## src/hw/rtl/crc8fr_pkg.sv

```systemverilog
package crc8fr_pkg;

	localparam logic [7:0] CRC_POLY         = 8'h07;
	localparam logic [7:0] CRC_INIT         = 8'h00;
	localparam logic [7:0] START_BYTE_RESET = 8'hAA;

	localparam logic KIND_PAYLOAD   = 1'b0;
	localparam logic KIND_FRAME_END = 1'b1;

	// The request held in the input register.
	typedef struct packed {
		logic       valid;
		logic [7:0] rx_byte;
	} stage_t;

	// One result request as computed by the parser.
	typedef struct packed {
		logic       kind;
		logic [7:0] data_byte;
		logic [7:0] byte_index;
		logic [7:0] frame_type;
		logic [7:0] payload_length;
		logic       crc_good;
	} result_t;

	// CRC-8, polynomial 0x07, MSB first, one byte at a time.
	function automatic logic [7:0] crc8_byte(input logic [7:0] crc, input logic [7:0] b);
		logic [7:0] c;
		c = crc ^ b;
		for (int k = 0; k < 8; k++) begin
			if (c[7]) begin
				c = {c[6:0], 1'b0} ^ CRC_POLY;
			end else begin
				c = {c[6:0], 1'b0};
			end
		end
		return c;
	endfunction

endpackage

```

## src/hw/rtl/crc8fr_ifs.sv

```systemverilog
interface crc8fr_byte_if;
	logic       valid;
	logic       ready;
	logic [7:0] rx_byte;

	modport source (output valid, output rx_byte, input ready);
	modport sink (input valid, input rx_byte, output ready);
endinterface

interface crc8fr_result_if;
	logic       valid;
	logic       ready;
	logic       kind;
	logic [7:0] data_byte;
	logic [7:0] byte_index;
	logic [7:0] frame_type;
	logic [7:0] payload_length;
	logic       crc_good;

	modport source (output valid, output kind, output data_byte, output byte_index,
		output frame_type, output payload_length, output crc_good, input ready);
	modport sink (input valid, input kind, input data_byte, input byte_index,
		input frame_type, input payload_length, input crc_good, output ready);
endinterface

```

## src/hw/rtl/crc8_frame_receiver.sv

```systemverilog
// CRC-8 length-prefixed frame receiver.
//
// Received bytes come in as requests on rx, one byte each. The block drops
// bytes until it sees the start byte, then takes a length byte, a type byte,
// that many payload bytes and a CRC byte. Every payload byte leaves on res as
// a payload request carrying its index, and the CRC byte produces one frame-end
// request that reports the type, the length and whether the CRC-8 (poly 0x07,
// init 0) over length, type and payload matched. Hunting resumes after each
// frame, good or bad. Start, length and type bytes produce no request.
// The start byte is written through cfg_we/cfg_wdata; the user must do so only
// while the block is idle, which the block itself does not enforce.
// A byte accepted on rx is parsed while it sits in the input register, and
// its result is loaded into the result register once that register can take
// it, so each result reaches res through the input and result registers. One
// byte is accepted every cycle while res does not stall; the rate is set by the
// single parse step between the input and result registers.
// Reset clears the frame state to hunting and the start byte to 0xAA.
// When res is stalled the result register holds, the input register keeps one
// more byte, and rx.ready drops only once both are full.
module crc8_frame_receiver
	import crc8fr_pkg::*;
(
	input  logic            clk,
	input  logic            arst_n,
	input  logic            cfg_we,
	input  logic [7:0]      cfg_wdata,
	crc8fr_byte_if.sink     rx,
	crc8fr_result_if.source res
);

	logic       [7:0] start_byte_q;
	stage_t           st_s1;
	logic             advance;
	logic             res_valid;
	result_t          res_d;

	// Start-of-frame marker register; it takes effect at the next hunt compare.
	always_ff @(posedge clk or negedge arst_n) begin
		if (!arst_n) begin
			start_byte_q <= START_BYTE_RESET;
		end else if (cfg_we) begin
			start_byte_q <= cfg_wdata;
		end
	end

	crc8fr_in_stage u_in_stage (
		.clk     (clk),
		.arst_n  (arst_n),
		.rx      (rx),
		.advance (advance),
		.st_s1   (st_s1)
	);

	crc8fr_parser u_parser (
		.clk        (clk),
		.arst_n     (arst_n),
		.st_s1      (st_s1),
		.advance    (advance),
		.start_byte (start_byte_q),
		.res_valid  (res_valid),
		.res_d      (res_d)
	);

	crc8fr_out_reg u_out_reg (
		.clk       (clk),
		.arst_n    (arst_n),
		.res_valid (res_valid),
		.res_d     (res_d),
		.advance   (advance),
		.res       (res)
	);

	// Backpressure on rx only when both registers hold a request and res stalls.
	a_ready_only_when_full: assert property (@(posedge clk) disable iff (!arst_n)
		!rx.ready |-> (st_s1.valid && res.valid && !res.ready))
		else $error("rx stalled while a register was free");

	// A frame-end request never carries payload data.
	a_end_fields: assert property (@(posedge clk) disable iff (!arst_n)
		(res.valid && res.kind == KIND_FRAME_END) |->
		(res.data_byte == 8'd0 && res.byte_index == 8'd0))
		else $error("frame end carries payload fields");

	// A payload request never claims a CRC result, and its index lies inside the frame.
	a_payload_fields: assert property (@(posedge clk) disable iff (!arst_n)
		(res.valid && res.kind == KIND_PAYLOAD) |->
		(!res.crc_good && res.byte_index < res.payload_length))
		else $error("payload request with bad CRC flag or index");

	// The parser never produces a result unless a byte is moving out of the input register.
	a_result_needs_byte: assert property (@(posedge clk) disable iff (!arst_n)
		res_valid |-> (st_s1.valid && advance))
		else $error("result without a byte to parse");

endmodule

```

## src/hw/rtl/crc8fr_in_stage.sv

```systemverilog
module crc8fr_in_stage
	import crc8fr_pkg::*;
(
	input  logic         clk,
	input  logic         arst_n,
	crc8fr_byte_if.sink  rx,
	input  logic         advance,
	output stage_t       st_s1
);

	logic       valid_s1;
	logic [7:0] byte_s1;

	// The register frees up whenever its content moves on in the same cycle.
	assign rx.ready = !valid_s1 || advance;

	always_ff @(posedge clk or negedge arst_n) begin
		if (!arst_n) begin
			valid_s1 <= 1'b0;
		end else if (rx.valid && rx.ready) begin
			valid_s1 <= 1'b1;
		end else if (advance) begin
			valid_s1 <= 1'b0;
		end
	end

	always_ff @(posedge clk) begin
		if (rx.valid && rx.ready) begin
			byte_s1 <= rx.rx_byte;
		end
	end

	assign st_s1 = '{valid: valid_s1, rx_byte: byte_s1};

endmodule

```

## src/hw/rtl/crc8fr_parser.sv

```systemverilog
module crc8fr_parser
	import crc8fr_pkg::*;
(
	input  logic       clk,
	input  logic       arst_n,
	input  stage_t     st_s1,
	input  logic       advance,
	input  logic [7:0] start_byte,
	output logic       res_valid,
	output result_t    res_d
);

	typedef enum logic [2:0] {
		PH_HUNT    = 3'd0,
		PH_LEN     = 3'd1,
		PH_TYPE    = 3'd2,
		PH_PAYLOAD = 3'd3,
		PH_CRC     = 3'd4
	} phase_t;

	phase_t     phase_q, phase_d;
	logic [7:0] len_q, len_d;
	logic [7:0] type_q, type_d;
	logic [7:0] count_q, count_d;
	logic [7:0] crc_q, crc_d;
	logic [7:0] count_inc;
	logic [7:0] b;
	logic       process;

	assign process   = st_s1.valid && advance;
	assign b         = st_s1.rx_byte;
	assign count_inc = count_q + 8'd1;

	always_comb begin
		phase_d   = phase_q;
		len_d     = len_q;
		type_d    = type_q;
		count_d   = count_q;
		crc_d     = crc_q;
		res_valid = 1'b0;
		res_d.kind           = KIND_PAYLOAD;
		res_d.data_byte      = 8'd0;
		res_d.byte_index     = 8'd0;
		res_d.frame_type     = type_q;
		res_d.payload_length = len_q;
		res_d.crc_good       = 1'b0;
		if (process) begin
			case (phase_q)
				PH_LEN: begin
					len_d   = b;
					crc_d   = crc8_byte(CRC_INIT, b);
					phase_d = PH_TYPE;
				end
				PH_TYPE: begin
					type_d  = b;
					crc_d   = crc8_byte(crc_q, b);
					count_d = 8'd0;
					phase_d = (len_q == 8'd0) ? PH_CRC : PH_PAYLOAD;
				end
				PH_PAYLOAD: begin
					res_valid        = 1'b1;
					res_d.data_byte  = b;
					res_d.byte_index = count_q;
					crc_d            = crc8_byte(crc_q, b);
					count_d          = count_inc;
					if (count_inc == len_q) begin
						phase_d = PH_CRC;
					end
				end
				PH_CRC: begin
					res_valid      = 1'b1;
					res_d.kind     = KIND_FRAME_END;
					res_d.crc_good = (crc_q == b);
					phase_d        = PH_HUNT;
				end
				default: begin
					// Hunting, and any code that means nothing falls back to it.
					phase_d = (b == start_byte) ? PH_LEN : PH_HUNT;
				end
			endcase
		end
	end

	always_ff @(posedge clk or negedge arst_n) begin
		if (!arst_n) begin
			phase_q <= PH_HUNT;
			len_q   <= 8'd0;
			type_q  <= 8'd0;
			count_q <= 8'd0;
			crc_q   <= CRC_INIT;
		end else begin
			phase_q <= phase_d;
			len_q   <= len_d;
			type_q  <= type_d;
			count_q <= count_d;
			crc_q   <= crc_d;
		end
	end

endmodule

```

## src/hw/rtl/crc8fr_out_reg.sv

```systemverilog
module crc8fr_out_reg
	import crc8fr_pkg::*;
(
	input  logic            clk,
	input  logic            arst_n,
	input  logic            res_valid,
	input  result_t         res_d,
	output logic            advance,
	crc8fr_result_if.source res
);

	logic    valid_q;
	result_t data_q;

	assign advance = !valid_q || res.ready;

	always_ff @(posedge clk or negedge arst_n) begin
		if (!arst_n) begin
			valid_q <= 1'b0;
		end else if (advance) begin
			valid_q <= res_valid;
		end
	end

	always_ff @(posedge clk) begin
		if (advance && res_valid) begin
			data_q <= res_d;
		end
	end

	assign res.valid          = valid_q;
	assign res.kind           = data_q.kind;
	assign res.data_byte      = data_q.data_byte;
	assign res.byte_index     = data_q.byte_index;
	assign res.frame_type     = data_q.frame_type;
	assign res.payload_length = data_q.payload_length;
	assign res.crc_good       = data_q.crc_good;

endmodule

```

## src/flat_wrapper.sv

```systemverilog
// flat-port wrapper written by rule: the top's interface ports become plain ports
module crc8_frame_receiver_flat import crc8fr_pkg::*;
  (clk, arst_n, cfg_we, cfg_wdata, rx_valid, rx_rx_byte, rx_ready, res_valid, res_kind, res_data_byte, res_byte_index, res_frame_type, res_payload_length, res_crc_good, res_ready);
  crc8fr_byte_if rx_i ();
  crc8fr_result_if res_i ();
  input  logic clk;
  input  logic arst_n;
  input  logic cfg_we;
  input  logic [7:0] cfg_wdata;
  input wire logic [$bits(rx_i.valid)-1:0] rx_valid;
  input wire logic [$bits(rx_i.rx_byte)-1:0] rx_rx_byte;
  output wire logic [$bits(rx_i.ready)-1:0] rx_ready;
  output wire logic [$bits(res_i.valid)-1:0] res_valid;
  output wire logic [$bits(res_i.kind)-1:0] res_kind;
  output wire logic [$bits(res_i.data_byte)-1:0] res_data_byte;
  output wire logic [$bits(res_i.byte_index)-1:0] res_byte_index;
  output wire logic [$bits(res_i.frame_type)-1:0] res_frame_type;
  output wire logic [$bits(res_i.payload_length)-1:0] res_payload_length;
  output wire logic [$bits(res_i.crc_good)-1:0] res_crc_good;
  input wire logic [$bits(res_i.ready)-1:0] res_ready;
  assign rx_i.valid = rx_valid;
  assign rx_i.rx_byte = rx_rx_byte;
  assign rx_ready = rx_i.ready;
  assign res_valid = res_i.valid;
  assign res_kind = res_i.kind;
  assign res_data_byte = res_i.data_byte;
  assign res_byte_index = res_i.byte_index;
  assign res_frame_type = res_i.frame_type;
  assign res_payload_length = res_i.payload_length;
  assign res_crc_good = res_i.crc_good;
  assign res_i.ready = res_ready;
  crc8_frame_receiver u_core (.clk(clk), .arst_n(arst_n), .cfg_we(cfg_we), .cfg_wdata(cfg_wdata), .rx(rx_i), .res(res_i));
endmodule
```

## config.mk

```make
export PLATFORM = sky130hd
export DESIGN_NAME = crc8_frame_receiver_flat
export DESIGN_NICKNAME = d
export VERILOG_FILES = /design/src/hw/rtl/crc8fr_pkg.sv /design/src/hw/rtl/crc8fr_ifs.sv /design/src/hw/rtl/crc8_frame_receiver.sv /design/src/hw/rtl/crc8fr_in_stage.sv /design/src/hw/rtl/crc8fr_parser.sv /design/src/hw/rtl/crc8fr_out_reg.sv /design/src/flat_wrapper.sv
export SDC_FILE = /design/constraint.sdc
export NUM_CORES = 1
export LEC_CHECK = 0
export BUFFER_PORTS_ARGS = -buffer_cell sky130_fd_sc_hd__buf_2
export CAP_MARGIN = 40
export CORE_UTILIZATION = 58
export DETAILED_ROUTE_END_ITERATION = 8
export GPL_TIMING_DRIVEN = 0
export MAX_ROUTING_LAYER = met4
export PLACE_DENSITY = 0.85
export SLEW_MARGIN = 40
export SYNTH_ARGS = -nofsm -noshare
export SYNTH_HDL_FRONTEND = slang
export SYNTH_HIERARCHICAL = 1
export SYNTH_SLANG_ARGS = --single-unit
```

## constraint.sdc

```tcl
create_clock -name clk -period 2.4 [get_ports clk]
set_clock_uncertainty 0.1 [all_clocks]
set_input_delay 0.36 -clock clk [delete_from_list [all_inputs] [get_ports clk]]
set_output_delay 0.36 -clock clk [all_outputs]
set_load 0.03 [all_outputs]
```

=== Yosys cells after proc, flatten, opt, wreduce, memory -nomap -nowiden ===
Cells that the tools add are included.

* Register bits: 87

* $add $sub $neg: 1
* Equal/unequal tests: 8
* Muxes and demuxes: 76
* Bitwise gates (word level): 24
* Reductions and logical operators: 19

{| class="wikitable"
|+ Operators by type and width
! kind !! count
|-
| 2-to-1 mux 8 bit || 42
|-
| 2-to-1 mux 3 bit || 25
|-
| inverter 3 bit || 23
|-
| == test 8 bit || 3
|-
| case mux 8 bit (3 select lines) || 1
|-
| case mux 8 bit (2 select lines) || 1
|-
| AND reduction 2 bit || 7
|-
| case mux 3 bit (4 select lines) || 1
|-
| adder 8 x 1 -> 8 bit (second input constant) || 1
|-
| logical NOT 8 bit || 1
|-
| bitwise XOR 8 bit || 1
|-
| == test 3 x 2 -> 1 bit (second input constant) || 2
|-
| 2-to-1 mux 1 bit || 6
|-
| nonzero test 2 bit || 2
|-
| == test 3 x 1 -> 1 bit (second input constant) || 1
|-
| == test 3 bit (second input constant) || 1
|-
| logical AND 1 bit || 3
|-
| nonzero test 3 bit || 1
|-
| logical NOT 1 bit || 2
|-
| logical OR 1 bit || 2
|-
| inequality test 2 bit (second input constant) || 1
|-
| OR reduction 2 bit || 1
|}

=== Depth between registers and ports, before layout ===
Gate-level depths: netlist (run 1).

* Depth in word-level cells: 32
* Gate-level depth with buffers: 8

=== Cells and area by module ===
Netlist (run 1), hierarchy kept.

{| class="wikitable"
|+ Modules (own cells, without submodules)
! module !! times used !! cells each !! area each (um2) !! seq. area each (um2)
|-
| crc8fr_parser || 1 || 279 || 2575.0 || 875.8
|-
| crc8fr_out_reg || 1 || 38 || 1074.8 || 1046.0
|-
| crc8_frame_receiver || 1 || 17 || 336.6 || 205.2
|-
| crc8fr_in_stage || 1 || 13 || 301.5 || 265.3
|}

=== Least setup slack after synthesis (run 1) ===
Ideal clock, no wire load.

* Path kind: reg-to-reg
* Start: reg u_core.u_out_reg.valid_q (netlist: u_core/u_out_reg/res.valid)
* End: reg u_core.u_out_reg.data_q (netlist bit u_core/u_out_reg/res.byte_index[0]) (enable)
* Setup time: 0.343 ns
* Arrival: 1.548 ns
* Required time: 1.957 ns
* Slack: 0.409 ns
* Cell stages (with the launch flop): 7
* Path buffers: 0
* Clock period less this slack: 1.991 ns
* Cells stage by stage: dfrtp_1 -> nand2b_4 -> nand2_2 -> nor2_4 -> nand2_1 -> nand2_1 -> and2_4

* Longest elaborated chain between the ends: 5

{| class="wikitable"
|+ Ends and longest elaborated chain
! element !! RTL line !! RTL
|-
| start, declared || crc8fr_out_reg.sv:12 || <nowiki>logic valid_q;</nowiki>
|-
| start signal, assigned || crc8fr_out_reg.sv:21 || <nowiki>valid_q <= res_valid;</nowiki>
|-
| logical NOT 1 bit || crc8fr_out_reg.sv:15 || <nowiki>assign advance = !valid_q || res.ready;</nowiki>
|-
| logical OR 1 bit || crc8fr_out_reg.sv:15 ||
|-
| net u_core.advance || crc8_frame_receiver.sv:33 || <nowiki>logic advance;</nowiki>
|-
| logical AND 1 bit || crc8fr_parser.sv:30 || <nowiki>assign process = st_s1.valid && advance;</nowiki>
|-
| 2-to-1 mux 1 bit || crc8fr_parser.sv:47 || <nowiki>if (process) begin</nowiki>
|-
| net u_core.res_valid || crc8_frame_receiver.sv:34 || <nowiki>logic res_valid;</nowiki>
|-
| logical AND 1 bit || crc8fr_out_reg.sv:26 || <nowiki>if (advance && res_valid) begin</nowiki>
|-
| end signal, assigned || crc8fr_out_reg.sv:27 || <nowiki>data_q <= res_d;</nowiki>
|-
| end, declared || crc8fr_out_reg.sv:13 || <nowiki>result_t data_q;</nowiki>
|}

The timed path passes the listed nets, and every way through them passes these cells.
A chain may end at the register's enable or synchronous reset.

=== Final worst setup path (run 1) ===
* Start: reg u_core.u_parser.phase_q[2]
* End: reg u_core.u_out_reg.data_q (netlist bit u_core/u_out_reg/res.payload_length[4]) (enable)

* Longest elaborated chain between the ends: 5

{| class="wikitable"
|+ Ends and longest elaborated chain
! element !! RTL line !! RTL
|-
| start, declared || crc8fr_parser.sv:21 || <nowiki>phase_t phase_q, phase_d;</nowiki>
|-
| start signal, assigned || crc8fr_parser.sv:92 || <nowiki>phase_q <= phase_d;</nowiki>
|-
| == test 3 bit / == test 3 x 2 -> 1 bit (equally long branches) || crc8fr_parser.sv:48 || <nowiki>case (phase_q)</nowiki>
|-
| OR reduction 2 bit (no line) (*) || -- ||
|-
| 2-to-1 mux 1 bit (*) || crc8fr_parser.sv:48 ||
|-
| 2-to-1 mux 1 bit (*) || crc8fr_parser.sv:47 ||
|-
| net u_core.res_valid || crc8_frame_receiver.sv:34 ||
|-
| logical AND 1 bit (*) || crc8fr_out_reg.sv:26 ||
|}

The timed path passes the listed nets; every way through them passes the cells marked *.

==> summary.md, run 1 <==
Setup violations remaining at the end of the flow were counted as 0. For the worst flop-to-flop path, the logic depth is 6. In the final routed layout, each cell accounts on average for 16.8 um. Across the run, the number of max-cap violations was 0. Of all cell types, the one taking the most synthesized area is sky130_fd_sc_hd__edfxtp_1. The detailed-routing iteration count for the pre-antenna-repair pass was 5; the combinational power share was 46.1%. The synthesized area per cell was 12.4 um2.

The analysis attributes to net switching a power of 2750 uW. The iteration-0 DRC count of the detailed router is 290, and the share of flip-flops with an asynchronous set or reset after synthesis is 51.7%. For this run, the number of Yosys warnings is 6. The worst path arrival time was 2.23 ns; the maximum level of the CTS H-tree was 3.

The run gives 520 as the number of filler cells placed in the layout. The clock sink count is 87. Library cell with the highest instance count after synthesis: sky130_fd_sc_hd__edfxtp_1. The leakage power is 0.00208 uW, and the synthesis-stage register bit count is 87. Of the cells placed in the final design, the portion with a size suffix greater than 1 is 30.9%. At the later pin of the worst-skew pair, clock insertion delay measures 0.37 ns. The internal power of the cells totals 3820 uW.

The maximum single-stage delay on the critical path came out at 0.36 ns. Traced cell by cell, the critical path runs through buf_2 > or2b_1 > nor2_4 > nand2_1 > nand2_2 > and2_4. By count the netlist is led by sky130_fd_sc_hd__edfxtp_1 (42), sky130_fd_sc_hd__dfrtp_1 (41), sky130_fd_sc_hd__xnor2_1 (30). The clock transition at the register clock pins on the worst setup and hold paths after CTS came out at 0.09 ns. The count of buffers inserted at the top-level ports is 55, and the number of cells on the critical path is 6. For the finished layout, the period the worst path requires is 2.27 ns. The count of buffering cells on the critical path with inverters included is 1, and the clock share of power is 14.6%. Once layout is complete, the cells apart from fillers number 517. The total DRC errors in the routed layout is 0, and the gate count after technology mapping is 347.

At the pin with the least slew margin, the transition time is 0.736 ns. Setup repair after global routing left no endpoint under its margin. The placeable core region is 0.00698 mm2, and the period utilization is 94.7%. At the end of routability-driven placement, the weighted congestion stood at 0.903. The worst-case headroom to the max-slew limit is 50.5%, and the floorplan die height is 88.0 um. The cell sitting at the root of the clock tree is a sky130_fd_sc_hd__clkbuf_8. In this run the power density over the cells is 1340 mW/mm2.

For the synthesized area, the log shows 0.00429 mm2. Of the total power, the share spent switching nets is 41.9%. Of all nets on the critical path, the largest fanout is 17. The final max-slew violation count came out at 0.

During I/O placement, the number of pins put on the boundary was 57. The worst setup path is launched from a register. Counting the buffers created by CTS gives 9.

For the distinct cell type count after synthesis, the log shows 54. The initialized floorplan defines 30 standard-cell rows. Setup total negative slack on the finished layout was measured at 0 ns. Yosys mapped a number of flops with a built-in enable equal to 42. For this design, the slowest cell found on the critical path is sky130_fd_sc_hd__dfrtp_1. The tools report the effective utilization at floorplan as 61.4%. By startpoint and endpoint, the worst setup path is classified as register to register.

Registers are responsible for 39.3% of the overall power. The run finished with clean final reports. After synthesis, flip-flops and latches occupy 55.8% of the total area. The count of vias placed by the detailed router is 2,983, and the horizontal extent of the die is 88.0 um. Post-synthesis net count: 372. STA classifies the critical path endpoint as a register.

The via count of the first global-routing pass was 2,757. The tools report the number of hold violations in the final report as 0. The overflow left after global routing is 0, and the half-perimeter wire length of the detailed placement result is 5650 um.

The logs give 440 MHz for the highest achievable clock rate and 0.000532 V for the maximum vdd ir drop. The repair_antennas step left the layout with diodes totalling 0. TritonCTS built the clock tree. The post-layout net count was 441.

The type of the most critical hold path is input pin to register. In the routed layout, each cell is associated on average with a via count of 5.77. The cell family contributing the most delay on the critical path is simple AND/OR/NAND/NOR gates.

The area growth from synthesis to layout is 14.3%. Summed over its instances, the top area cell type makes up 29.4% of the synthesized netlist area. After synthesis, the cell types taking the most area are sky130_fd_sc_hd__edfxtp_1 (29%), sky130_fd_sc_hd__dfrtp_1 (24%), sky130_fd_sc_hd__xnor2_1 (6.1%). The first global-routing pass estimated 13,500 um of wire.

Including well taps, the total number of placed cells is 498. The worst hold path cell count was 1; the worst endpoint required time was 2.36 ns. The remaining antenna violation count after routing was 0; the die outline area was 0.00774 mm2. The logs give 24.9% for the aggregate global-route resource usage and 0 for the initial antenna violation count. Among all flip-flop cells after synthesis, the most frequent one is sky130_fd_sc_hd__edfxtp_1.

No sink is reached through more buffers than the 2 on the longest clock path. Entering global routing, the biggest net connects 46 pins. Wires add up to 8670 um.
[kinds of logic after synthesis]
kind of cell	after synthesis	synth area share, %
simple gates	99	13.5
flops	87	55.8
compound gates	55	8.02
xor+xnor	47	10.6
buf+inv	28	3.21
mux	27	7.76
fa+ha+maj	4	1.17
[layer usage]
layer	up-vias	track usage (%)	part of all wire, %
met4	0	10.1	2.1
met1	1406	31.5	42
li1	1392	-	-
met5	-	-	0
met3	27	4.81	7.2
met2	158	39.5	49
[sequential cells by signal (all words and copies together), names as in the netlist]
name,cells
u_core/u_parser/crc_q,8
u_core/u_out_reg/res.data_byte,8
u_core/u_in_stage/valid_s1,1
u_core/u_out_reg/res.kind,1
u_core/u_parser/len_q,8
u_core/u_out_reg/res.frame_type,8
u_core/u_parser/type_q,8
u_core/u_in_stage/byte_s1,8
u_core/u_parser/count_q,8
u_core/u_out_reg/res.crc_good,1
u_core/u_out_reg/res.valid,1
u_core/u_parser/phase_q,3
u_core/start_byte_q,8
u_core/u_out_reg/res.byte_index,8
u_core/u_out_reg/res.payload_length,8
[stage by stage]
step	total power [uW]	cell area [um2]	hold WS (ns)	utilization (%)	worst slack [ns]
after floorplan	4840	4290	-0.0356	-	0.409
after global placement	5380	4680	0.331	67.1	0.0786
after detailed placement	5540	4690	0.301	67.1	0.0320
after CTS	6520	4880	0.0502	69.9	0.00451
after global routing	6960	4900	0.0448	70.2	0.0106
final	6570	4900	0.0632	70.2	0.126
[path summary, 6_finish.rpt]
path / from / slack, ns / endpoint
max: u_core/u_parser/phase_q[2] / 0.13 / u_core/u_out_reg/res.payload_length[4]
min: rx_rx_byte[7] / 0.06 / u_core/u_in_stage/byte_s1[7]
max reg2reg: u_core/u_parser/phase_q[2] / 0.13 / u_core/u_out_reg/res.payload_length[4]
min reg2reg: u_core/u_parser/type_q[5] / 0.36 / u_core/u_out_reg/res.frame_type[5]
max in group asynchronous: arst_n / 1.38 / u_core/u_parser/crc_q[1]
min in group asynchronous: arst_n / 0.42 / u_core/start_byte_q[6]
[power by group through the flow]
stage	registers, uW	logic (uW)	clock network (uW)
after floorplan	2970	1880	0
after global placement	2580	2800	0
after detailed placement	2610	2920	0
after CTS	2580	2960	980
after global routing	2640	3280	1040
final	2580	3030	960
[timing repair]
| item | CTS | global route |
|---|---|---|
| endpoints found under the setup margin | 0 | 34 |
| hold endpoints to repair | 41 | 0 |
| setup buffers | 0 | 0 |
| gates resized for setup | 0 | 2 |
| hold buffers | 1 | 0 |
[layout make-up]
| class | count | area, um2 | share of cell area (%) |
|---|---|---|---|
| multi-input combinational | 234 | 1780 | 36.3 |
| buffer | 22 | 115 | 2.35 |
| timing repair buffer | 56 | 288 | 5.87 |
| tap | 96 | 120 | 2.45 |
| clock inverter | 7 | 62.6 | 1.28 |
| inverter | 6 | 22.5 | 0.460 |
| sequential | 87 | 2390 | 48.8 |
| clock buffer | 9 | 124 | 2.53 |
[cell usage in the layout, fill, tap and decap left out, drive strengths merged, types with 4 or more instances in the layout]
cell	synthesis	final
nand2	21	21
nor2	17	17
xor2	13	13
clkbuf	7	16
mux2	26	26
o211ai	4	4
edfxtp	42	42
o31ai	4	4
dfrtp	41	41
and3	14	14
buf	15	70
and2	3	5
xnor2	32	32
nand4	5	5
nor4	4	4
nor3	7	7
dfstp	4	4
ha	4	4
o21ai	18	18
nand2b	6	6
nand3	9	9
inv	6	10
a21oi	14	14
(Power assumes the default switching activity.)
==> inputs of run 2 (changes only) <==
Clock period 2.4 ns to 2.5 ns, I/O delays scaled along.
==> run 2 against run 1 <==
  * Count of clock-buffer cells in the layout is the same
  * Hold slack gained 0.012 ns
  * Sequential share of layout area grew 0.10 points
  * Combinational power shrank 5%
  * Routed wire length shrank 1.3%
  * Die area is the same
  * Global-route usage is the same
  * Largest cell class unchanged
  * Highest routed layer unchanged
==> summary.md, run 2 (synthesized netlist as in run 1, its figures left out) <==
The count of buffers inserted at the top-level ports was 55; the clock tree buffer depth was 2. The slew at the pin closest to its max-slew limit was 0.766 ns; the effective utilization at floorplan was 61.4%. The run gives 8550 um as the final wirelength. The maximum level of the CTS H-tree is 3, and the final cell area excluding filler cells is 0.00489 mm2. After the last flow step, the layout net total stands at 440. The tools report the remaining antenna violation count after routing as 0. The slowest library cell on the worst path was sky130_fd_sc_hd__dfrtp_1. The worst setup path is captured at a register.

The library cell used most frequently in the layout, excluding fill and tap cells, is sky130_fd_sc_hd__buf_2. After floorplanning, the core was sized to cover 0.00698 mm2. Power spread over the standard cell area amounts to 1290 mW/mm2. For the number of antenna cells inserted, the log shows 0. The run finished with clean final reports. The worst-case headroom to the max-slew limit is 48.5%, and the leakage power is 0.00208 uW. Setup repair after global routing left no endpoint under its margin.

For the iteration-0 DRC count of the detailed router, the log shows 253. In this run the count of I/O pins placed on the die edge is 57. Traced cell by cell, the critical path runs through buf_2 > or2b_1 > nor2_4 > nand2_1 > nand2_1 > and2_4. The tools report the via count of the first global-routing pass as 2,757. For this design, the sink count on the clock tree is 87.

Dividing the detail-routed via count by the number of cells gives 5.76. At the worst endpoint, the required time is 2.46 ns. For the final max-slew violation count, the log shows 0. The maximum vdd ir drop was 0.000509 V.

The floorplan step defined a die boundary enclosing 0.00774 mm2. For the count of standard-cell rows, the log shows 30. The number of hold violations in the final report is 0, and the floorplan die height is 88.0 um. The worst path uses 94.1% of the clock period.

The HPWL after detailed placement is 5650 um. In this run the post-CTS setup repair buffer count came out at 0. CTS placed an instance of sky130_fd_sc_hd__clkbuf_8 at the clock tree root.

TritonCTS built the clock tree. The length in cells of the worst reg-to-reg path was 6; the aggregate global-route resource usage was 24.9%. The type of the worst setup path is register to register. The worst hold path cell count is 1. The later pin in the worst-skew pair is clocked with a latency of 0.37 ns. The shortest clock period the worst path allows after layout works out to 2.35 ns. In the layout the commonest cells are sky130_fd_sc_hd__buf_2 (65), sky130_fd_sc_hd__edfxtp_1 (42), sky130_fd_sc_hd__dfrtp_1 (41).

Detailed routing inserted a total of 2,970 vias. The worst hold path belongs to the class input pin to register. Slack of the worst reg-to-reg path: 0.15 ns.

In the final layout, the share of cells above drive strength 1 is 30.5%. Among the stages of the critical path, the cell type that occurs most often is sky130_fd_sc_hd__nand2_1. The logs give 425 MHz for the highest achievable clock rate and 0 for the total DRC errors in the routed layout.

After clock tree synthesis, the clock-pin slew on the worst setup and hold paths is 0.10 ns. Of all nets on the critical path, the largest fanout is 17. Setup violations remaining at the end of the flow were counted as 0. The logs give 0.00177 mm2 for the combined area of the multi-input logic cells and 2.31 ns for the worst path arrival time. Final routed wire length divided by cell count: 16.6 um.

The tools report the startpoint of the lowest-slack hold path as rx_rx_byte[7]. The startpoint kind of the worst setup timing path was a register. The worst hold path terminates at u_core/u_in_stage/byte_s1[7]. Measured along the x axis, the die boundary spans 88.0 um. The worst register-to-register path begins at u_core/u_parser/phase_q[2]. The total power of the final layout was 6300 uW. For the global-route wire length before repair, the log shows 13,500 um. The capture point of the worst reg-to-reg path was u_core/u_out_reg/res.payload_length[4]. Entering global routing, the biggest net connects 46 pins.

The run gives 0 ns as the total negative slack. The maximum single-stage delay on the critical path was 0.36 ns. After global routing the overflow that remains totals 0. At the end of routability-driven placement, the weighted congestion stood at 0.903. Clock tree synthesis inserted a total of 9 buffers.

Max-cap violations in this run came to 0. The initial antenna violation count is 0. After detailed placement, the total cell area comes to 0.00469 mm2. Compared with the post-synthesis result, the final layout area differs by 14.1%.

The flip-flop and latch area is 0.00239 mm2. The filler cells instantiated in the layout total 520. The detailed-routing iteration count for the pre-antenna-repair pass was 6.
## run 2: changes by cell type in the layout (fill, tap and decap cells not counted)
cell                      previous run  this run
sky130_fd_sc_hd__and2_2              1         0
sky130_fd_sc_hd__nand2_1            19        20
sky130_fd_sc_hd__nand2_2             2         1
## run 2: what timing repair did
| item | CTS | global route |
|---|---|---|
| hold endpoints to repair | 41 | 0 |
| setup endpoints to repair | 0 | 34 |
| resized for setup | 0 | 1 |
| hold buffers | 1 | 0 |
## run 2: worst max-delay path by stage
stage	slack [ns]	end	from	depth (start not counted)
finish	0.15	u_core/u_out_reg/res.payload_length[4]	u_core/u_parser/phase_q[2]	6
global route	0.07	u_core/u_out_reg/res.byte_index[1]	u_core/u_parser/phase_q[2]	6
CTS	0.10	u_core/u_out_reg/res.payload_length[0]	u_core/u_parser/phase_q[2]	6
detailed placement	0.13	u_core/u_out_reg/res.frame_type[7]	u_core/u_parser/phase_q[2]	6
global placement	0.18	u_core/u_out_reg/res.crc_good	u_core/u_parser/phase_q[2]	6
floorplan	0.51	u_core/u_out_reg/res.byte_index[0]	u_core/u_out_reg/res.valid	6
## run 2: power by group
part	leakage, uW	internal (uW)	switching (uW)
Sequential	0.000925	2120	366
Combinational	0.00106	1160	1730
Clock	0.0000863	381	544
## run 2: metal layers
| metal | global-route usage, % | wire [um] | vias up |
|---|---|---|---|
| li1 | - | - | 1389 |
| met5 | - | 0 | - |
| met3 | 4.81 | 540 | 24 |
| met2 | 39.5 | 4160 | 153 |
| met4 | 10.1 | 181 | 0 |
| met1 | 31.5 | 3670 | 1404 |
## run 2: critical path, delay by kind of cell, from the launching register on
family | cells | cell delay, ns
buffers and inverters | 1 | 0.18
DFF | 1 | 0.36
and+or+nand+nor | 5 | 1.38
## run 2: per-stage QoR
step / hold slack, ns / util [%] / setup WS, ns / cells
floorplan: -0.0206 / - / 0.509 / 347
global placement: 0.331 / 67.1 / 0.179 / 498
detailed placement: 0.316 / 67.1 / 0.132 / 498
CTS: 0.0652 / 69.9 / 0.105 / 515
global route: 0.0598 / 70.1 / 0.0654 / 516
finish: 0.0756 / 70.1 / 0.149 / 516
## run 2: layout make-up
class	instances	area share [%]
sequential	87	48.9
multi-input combinational	233	36.1
timing repair buffer	56	5.88
clock buffer	9	2.53
tap	96	2.46
buffer	22	2.35
clock inverter	7	1.28
inverter	6	0.460
